--- src/sv/rp4_pkg.sv ---
package rp4_pkg;

	localparam int COORD_WIDTH    = 32;
	localparam int TRIG_FRAC_BITS = 16;
	localparam int TRIG_W         = TRIG_FRAC_BITS + 2;
	localparam int PROD_W         = COORD_WIDTH + TRIG_W;
	localparam int SUM_W          = PROD_W + 1;

	localparam int PLANE_W = 3;
	localparam int ANGLE_W = 18;

	// register index on the config port (address bit 2)
	localparam logic REG_PLANE = 1'b0;
	localparam logic REG_ANGLE = 1'b1;

	localparam logic [PLANE_W-1:0] PLANE_XY = 3'd0;
	localparam logic [PLANE_W-1:0] PLANE_YZ = 3'd1;
	localparam logic [PLANE_W-1:0] PLANE_XZ = 3'd2;
	localparam logic [PLANE_W-1:0] PLANE_XU = 3'd3;
	localparam logic [PLANE_W-1:0] PLANE_YU = 3'd4;
	localparam logic [PLANE_W-1:0] PLANE_ZU = 3'd5;

	// angle reduction and degree to radian scaling
	localparam int TURN_UNITS    = 92160;
	localparam int QUARTER_UNITS = 23040;
	localparam int QUARTER_W     = $clog2(QUARTER_UNITS);
	localparam longint PI_Q32    = 64'd13493037705;
	localparam int DIV_D         = 184320;
	// pi split into whole multiples of the divisor and a remainder
	localparam int PI_INT        = int'(PI_Q32 / DIV_D);
	localparam int PI_REM        = int'(PI_Q32 % DIV_D);
	// divisor is 45 << 12; divide by 45 through ceil(2^25 / 45)
	localparam int FRAC_SH       = 12;
	localparam int RECIP_45      = 745655;
	localparam int RECIP_SH      = 25;
	localparam int RECIP_W       = 20;
	localparam int REM_W         = 31;
	localparam int NUM_W         = REM_W - FRAC_SH;
	localparam int RP_W          = NUM_W + RECIP_W;
	localparam int Q2_W          = 14;

	localparam int CORDIC_STEPS = 30;
	localparam int STEP_W       = $clog2(CORDIC_STEPS);
	localparam int CORDIC_W     = 33;
	localparam int CORDIC_FRAC  = 30;
	localparam longint CORDIC_GAIN_Q30 = 64'd652032874;
	localparam int ROUND_SH     = CORDIC_FRAC - TRIG_FRAC_BITS;

	localparam logic [30:0] ATAN_Q30 [CORDIC_STEPS] = '{
		31'd843314856, 31'd497837829, 31'd263043836, 31'd133525158, 31'd67021686,
		31'd33543515,  31'd16775850,  31'd8388437,   31'd4194282,   31'd2097149,
		31'd1048575,   31'd524287,    31'd262143,    31'd131071,    31'd65535,
		31'd32767,     31'd16383,     31'd8191,      31'd4095,      31'd2047,
		31'd1023,      31'd511,       31'd255,       31'd127,       31'd63,
		31'd31,        31'd15,        31'd8,         31'd4,         31'd2
	};

	typedef enum logic [2:0] {
		TS_IDLE,
		TS_WRAP,
		TS_QUAD,
		TS_MUL,
		TS_DIV,
		TS_LOAD,
		TS_ROT,
		TS_DONE
	} trig_state_t;

	typedef struct packed {
		logic                     busy;
		logic signed [TRIG_W-1:0] cos_v;
		logic signed [TRIG_W-1:0] sin_v;
	} trig_t;

	typedef struct packed {
		logic               vld;
		logic [PLANE_W-1:0] plane;
	} pipe_ctl_t;

endpackage

--- src/sv/rp4_trig.sv ---
module rp4_trig import rp4_pkg::*; (
	input  logic                      clk,
	input  logic                      arst_n,
	input  logic                      ld,
	input  logic signed [ANGLE_W-1:0] angle,
	output trig_t                     trig
);

	localparam logic signed [CORDIC_W-1:0] RND =
		(ROUND_SH > 0) ? CORDIC_W'(64'd1 << (ROUND_SH - 1)) : '0;
	localparam logic signed [CORDIC_W-1:0] ONE_C = CORDIC_W'(64'd1 << TRIG_FRAC_BITS);

	trig_state_t state_q, state_nx;

	logic signed [ANGLE_W-1:0]  a_q;
	logic [1:0]                 quad_q;
	logic [CORDIC_W-1:0]        zk_q;
	logic [NUM_W-1:0]           num_q;
	logic [Q2_W-1:0]            q2_q;
	logic signed [CORDIC_W-1:0] x_q, y_q, z_q;
	logic [STEP_W-1:0]          rot_cnt_q;
	logic signed [TRIG_W-1:0]   cos_q, sin_q;

	logic signed [CORDIC_W-1:0] dx, dy, at;
	logic signed [TRIG_W-1:0]   c_r, s_r;
	logic                       busy;

	function automatic logic signed [TRIG_W-1:0] trig_round(input logic signed [CORDIC_W-1:0] v);
		logic signed [CORDIC_W-1:0] r;
		r = (v + RND) >>> ROUND_SH;
		if (r < 0)
			r = '0;
		if (r > ONE_C)
			r = ONE_C;
		return r[TRIG_W-1:0];
	endfunction

	assign dx = y_q >>> rot_cnt_q;
	assign dy = x_q >>> rot_cnt_q;
	assign at = $signed(CORDIC_W'(ATAN_Q30[rot_cnt_q]));

	assign c_r = trig_round(x_q);
	assign s_r = trig_round(y_q);

	always_comb begin
		state_nx = state_q;
		case (state_q)
			TS_IDLE: if (ld) state_nx = TS_WRAP;
			TS_WRAP: begin
				if (!(a_q < 0) && !(a_q >= ANGLE_W'(TURN_UNITS)))
					state_nx = TS_QUAD;
			end
			TS_QUAD: if (a_q < ANGLE_W'(QUARTER_UNITS)) state_nx = TS_MUL;
			TS_MUL:  state_nx = TS_DIV;
			TS_DIV:  state_nx = TS_LOAD;
			TS_LOAD: state_nx = TS_ROT;
			TS_ROT:  if (rot_cnt_q == STEP_W'(CORDIC_STEPS - 1)) state_nx = TS_DONE;
			TS_DONE: state_nx = TS_IDLE;
			default: state_nx = TS_IDLE;
		endcase
	end

	always_comb begin
		case (state_q)
			TS_IDLE: busy = 1'b0;
			default: busy = 1'b1;
		endcase
	end

	always_ff @(posedge clk or negedge arst_n) begin
		if (!arst_n) begin
			state_q <= TS_IDLE;
			cos_q   <= TRIG_W'(64'd1 << TRIG_FRAC_BITS);
			sin_q   <= '0;
		end else begin
			state_q <= state_nx;
			if (state_q == TS_DONE) begin
				case (quad_q)
					2'd0: begin cos_q <= c_r;  sin_q <= s_r;  end
					2'd1: begin cos_q <= -s_r; sin_q <= c_r;  end
					2'd2: begin cos_q <= -c_r; sin_q <= -s_r; end
					default: begin cos_q <= s_r; sin_q <= -c_r; end
				endcase
			end
		end
	end

	always_ff @(posedge clk) begin
		case (state_q)
			TS_IDLE: begin
				a_q    <= angle;
				quad_q <= '0;
			end
			TS_WRAP: begin
				if (a_q < 0)
					a_q <= a_q + ANGLE_W'(TURN_UNITS);
				else if (a_q >= ANGLE_W'(TURN_UNITS))
					a_q <= a_q - ANGLE_W'(TURN_UNITS);
			end
			TS_QUAD: begin
				if (a_q >= ANGLE_W'(QUARTER_UNITS)) begin
					a_q    <= a_q - ANGLE_W'(QUARTER_UNITS);
					quad_q <= quad_q + 2'd1;
				end
			end
			TS_MUL: begin
				// t*pi/184320 = t*PI_INT + (t*PI_REM + half) / 184320
				zk_q  <= CORDIC_W'(a_q[QUARTER_W-1:0]) * CORDIC_W'(PI_INT);
				num_q <= NUM_W'((REM_W'(a_q[QUARTER_W-1:0]) * REM_W'(PI_REM) +
					REM_W'(DIV_D / 2)) >> FRAC_SH);
			end
			TS_DIV: begin
				q2_q <= Q2_W'((RP_W'(num_q) * RP_W'(RECIP_45)) >> RECIP_SH);
			end
			TS_LOAD: begin
				x_q       <= CORDIC_W'(CORDIC_GAIN_Q30);
				y_q       <= '0;
				z_q       <= $signed(zk_q + CORDIC_W'(q2_q));
				rot_cnt_q <= '0;
			end
			TS_ROT: begin
				if (!z_q[CORDIC_W-1]) begin
					x_q <= x_q - dx;
					y_q <= y_q + dy;
					z_q <= z_q - at;
				end else begin
					x_q <= x_q + dx;
					y_q <= y_q - dy;
					z_q <= z_q + at;
				end
				rot_cnt_q <= rot_cnt_q + 1'b1;
			end
			default: ;
		endcase
	end

	assign trig.busy  = busy;
	assign trig.cos_v = cos_q;
	assign trig.sin_v = sin_q;

endmodule

--- config.mk ---
export PLATFORM = sky130hd
export DESIGN_NAME = rp4_trig
export DESIGN_NICKNAME = d
export VERILOG_FILES = /design/src/sv/rp4_pkg.sv /design/src/sv/rp4_trig.sv
export SDC_FILE = /design/constraint.sdc
export NUM_CORES = 2
export LEC_CHECK = 0
export BUFFER_PORTS_ARGS = -buffer_cell sky130_fd_sc_hd__buf_2
export CAP_MARGIN = 20
export CORE_UTILIZATION = 40
export DETAILED_ROUTE_END_ITERATION = 8
export SLEW_MARGIN = 20
export SYNTH_ARGS = -nofsm -noshare
export SYNTH_HDL_FRONTEND = slang
export SYNTH_SLANG_ARGS = --single-unit
--- constraint.sdc ---
create_clock -name clk -period 27.1 [get_ports clk]
set_input_delay 1.355 -clock clk [delete_from_list [all_inputs] [get_ports clk]]
set_output_delay 1.355 -clock clk [all_outputs]
set_load 0.02 [all_outputs]
==> impl_metrics.ini <==
[cells_and_area]
syn2layout_area_growth_pct = 6.405
drive_gt1_frac = 0.06921
nets = 4913
layout_commonest_cell = inv_1
final_cell_mix = inv_1 (533), ha_1 (518), nor2_1 (280)
fillCellCount = 9289

[clocking]
htreeDepth = 1
cts_sinks = 226
clockBufferDepth = 3
cts_repair_resize_count = 0
cts_tree = done
post-cts-setup-buffers = 0
cts.clk_slew.worst_paths_ns = 0.06
root_buffer = clkbuf_16
numCtsBuffers = 28
cts_hold_buf = 0
clock_latency_ns = 0.63

[sta]
finalMaxSlewViolations = 0
finalCritPeriodShare = 0.2986
finalSetupViolations = 0
worst_pin_slew_ns = 1.087
setup_tns_ns = 0
skew_ns = 0.03788
hold_viol = 0
rsz0062_at_grt = false
max_freq_mhz = 123.6
slew-limit-headroom = 0.2662
fin_crit_ns = 8.093

[yosys]
yosys_warnings = 0
synth_nets = 4961
synth_seq_cells = 226
yosys.area_share.xor_xnor = 0.07175
synth.mux.area_fraction = 0.07636
synth-compound-area-share = 0.1593
synth_edf_count = 187
ys_types = 94
synth_top_family_by_area = adder cells
avgSynthCellArea_sq_um = 9.100
synth_fa_ha_area_frac = 0.3188
synthFlopType = edfxtp_1
syn_area_sq_um = 37720
synthSimpleGateAreaFrac = 0.1238
async_reset_ff_frac = 0.1726
ys_seq_area_frac = 0.1748
syn_inst = 4145

[job]
drv_cap = 0

[setup_path]
crit_start = rot_cnt_q[0]$_SDFFCE_PN0P_
cp_slowest_cell = buf_4
crit_fanout = 58
crit_family = compound AO/OA/AOI/OAI gates
crit_path_end_kind = flop
critPathBufInv = 2
startpoint_type = flop
crit_cells = 20
reg2reg_from = rot_cnt_q[0]$_SDFFCE_PN0P_
r2r_end = x_q[30]$_SDFFCE_PN0P_
cp.arrival_ns = 8.44
path_cells = buf_4 > buf_4 > mux4_1 > mux4_2 > o32ai_1 > and4_1 > nor2b_1 > a21oi_1 > xor2_1 > ha_1 > a211oi_1 > nand2_1 > or4_1 > a211oi_1 > o31ai_1 > a41oi_1 > a21oi_1 > a2111oi_0 > or4_1 > o21ai_0
crit_end = x_q[30]$_SDFFCE_PN0P_
r2r_setup_slack_ns = 19.01
required_ns = 27.45
worstSetupPathType = flop to flop
critical-path-max-stage-delay_ns = 0.85
r2r_cells = 20

[floorplanning]
start_util = 0.4042
pin_count = 58
num_rows = 112
die_x_um = 309.1
fp.dieH_um = 309.1
core-area_sq_um = 93330
dieArea_sq_um = 95530

[global_route]
gr-total-overflow = 0
grt_max_degree = 79
grt_pass1_vias = 30480
grt_use_total = 0.2268
grt_antenna_before_repair = 0
grt_pass1_wl_um = 171000

[placed_design]
dp_hpwl_um = 84930
port_buffers = 57
place.gp.congestion = 0.9568

[hold_path]
hold_depth = 2
hp-class = flop to flop

[detailed_routing]
ant_nets = 0
drt-initial-drc-count = 2126
vias = 30510
drtPass1Iterations = 5
drcViolationCount = 0
wl_per_cell_um = 20.16
vias_per_cell = 5.677
drt_wl_total_um = 108300

[outcome]
status = complete, no violations
## final cells by class
cell class / instances / area, sq um / share of cell area
well taps: 1254 / 1569 / 0.03909
flip-flops and latches: 226 / 6593 / 0.1643
multi-input cells: 3195 / 28330 / 0.7059
diodes: 1 / 2.502 / 0.00006235
inverters: 538 / 2019 / 0.05031
clock buffers: 34 / 733.2 / 0.01827
repair buffers: 108 / 668.1 / 0.01665
clock inverters: 17 / 220.2 / 0.005487
## synth_stat cells (all sizes together), types with 12 or more instances
cell / number / share of area
o22ai: 34 / 0.0056
and3: 39 / 0.0065
a21oi: 259 / 0.034
inv: 535 / 0.053
a211oi: 31 / 0.0062
o211ai: 26 / 0.0052
nand3: 71 / 0.0094
o31ai: 26 / 0.0052
mux4: 76 / 0.047
o21a: 29 / 0.0058
o21ai: 187 / 0.025
a221oi: 26 / 0.0062
nor2: 282 / 0.028
or3: 21 / 0.0036
nor4: 15 / 0.0025
xor2: 127 / 0.029
a21o: 66 / 0.013
and2: 21 / 0.0035
dfrtp: 38 / 0.025
nand4: 32 / 0.0053
fa: 277 / 0.15
mux2i: 74 / 0.020
clkbuf: 120 / 0.012
ha: 518 / 0.17
nand2: 274 / 0.027
and4: 12 / 0.0028
nand2b: 37 / 0.0061
a31oi: 55 / 0.0091
nor2b: 39 / 0.0065
mux2: 33 / 0.010
o21bai: 20 / 0.0040
xnor2: 182 / 0.042
buf: 66 / 0.0097
a22oi: 14 / 0.0028
nor3b: 19 / 0.0038
nor3: 82 / 0.011
o221ai: 13 / 0.0030
a21boi: 14 / 0.0028
edfxtp: 187 / 0.15
## registers in the layout, summed over array words and instances (netlist names)
register / flops
q2_q: 14
x_q: 33
z_q: 33
quad_q: 2
state_q: 3
y_q: 33
zk_q: 30
cos_q: 18
rot_cnt_q: 5
num_q: 19
sin_q: 18
a_q: 18
## worst reg2reg max path, delay by kind of cell, from the launching register on
kind / cells / cell delay (ns)
XOR/XNOR: 1 / 0.18
buffers and inverters: 2 / 1.52
adder cells (fa/ha/maj): 1 / 0.38
flip-flops: 1 / 0.64
AO/OA/AOI/OAI: 9 / 2.44
multiplexers: 2 / 1.22
AND/OR/NAND/NOR: 5 / 1.47
## how the worst min path moves through the flow
stage                          from                   end
6_report       cos_q[3]$_DFFE_PN0P_  cos_q[3]$_DFFE_PN0P_
5_1_grt        cos_q[3]$_DFFE_PN0P_  cos_q[3]$_DFFE_PN0P_
4_1_cts        cos_q[3]$_DFFE_PN0P_  cos_q[3]$_DFFE_PN0P_
3_3_place_gp   cos_q[3]$_DFFE_PN0P_  cos_q[3]$_DFFE_PN0P_
2_1_floorplan     q2_q[0]$_DFFE_PP_      z_q[0]$_DFFE_PP_
3_5_place_dp   cos_q[3]$_DFFE_PN0P_  cos_q[3]$_DFFE_PN0P_
## logic make-up after synthesis
logic type	Yosys count
AOI/OAI and AO/OA	927
and+or+nand+nor	981
xor gates and xnor gates	309
adders and majority gates	795
buffers and inverters	724
DFF	226
muxes	183
## stage by stage
| stage | cells | hold slack (ns) | worst slack, ns | area, sq um | utilization |
|---|---|---|---|---|---|
| after CTS | 5372 | 0.4828 | 19.11 | 40130 | 0.4300 |
| after detailed placement | 5321 | 0.4690 | 19.12 | 39180 | 0.4198 |
| after global routing | 5372 | 0.5072 | 18.43 | 40130 | 0.4300 |
| after global placement | 5321 | 0.4681 | 19.27 | 39180 | 0.4198 |
| after floorplan | 4145 | 0.4906 | 18.00 | 37720 | - |
| final | 5373 | 0.4850 | 19.01 | 40140 | 0.4300 |
## metal layers
layer  GRT usage  share of wire  vias to the layer above
li1            -              -                    14570
met1      0.2876           0.42                    14640
met2      0.3891           0.48                     1041
met3     0.03001          0.058                      251
met4     0.08922          0.045                        0
met5           0              0                        -
Power is left out: the tool's default activity adds up to more than one toggle a clock period on the data nets, which glitch-free logic cannot reach.
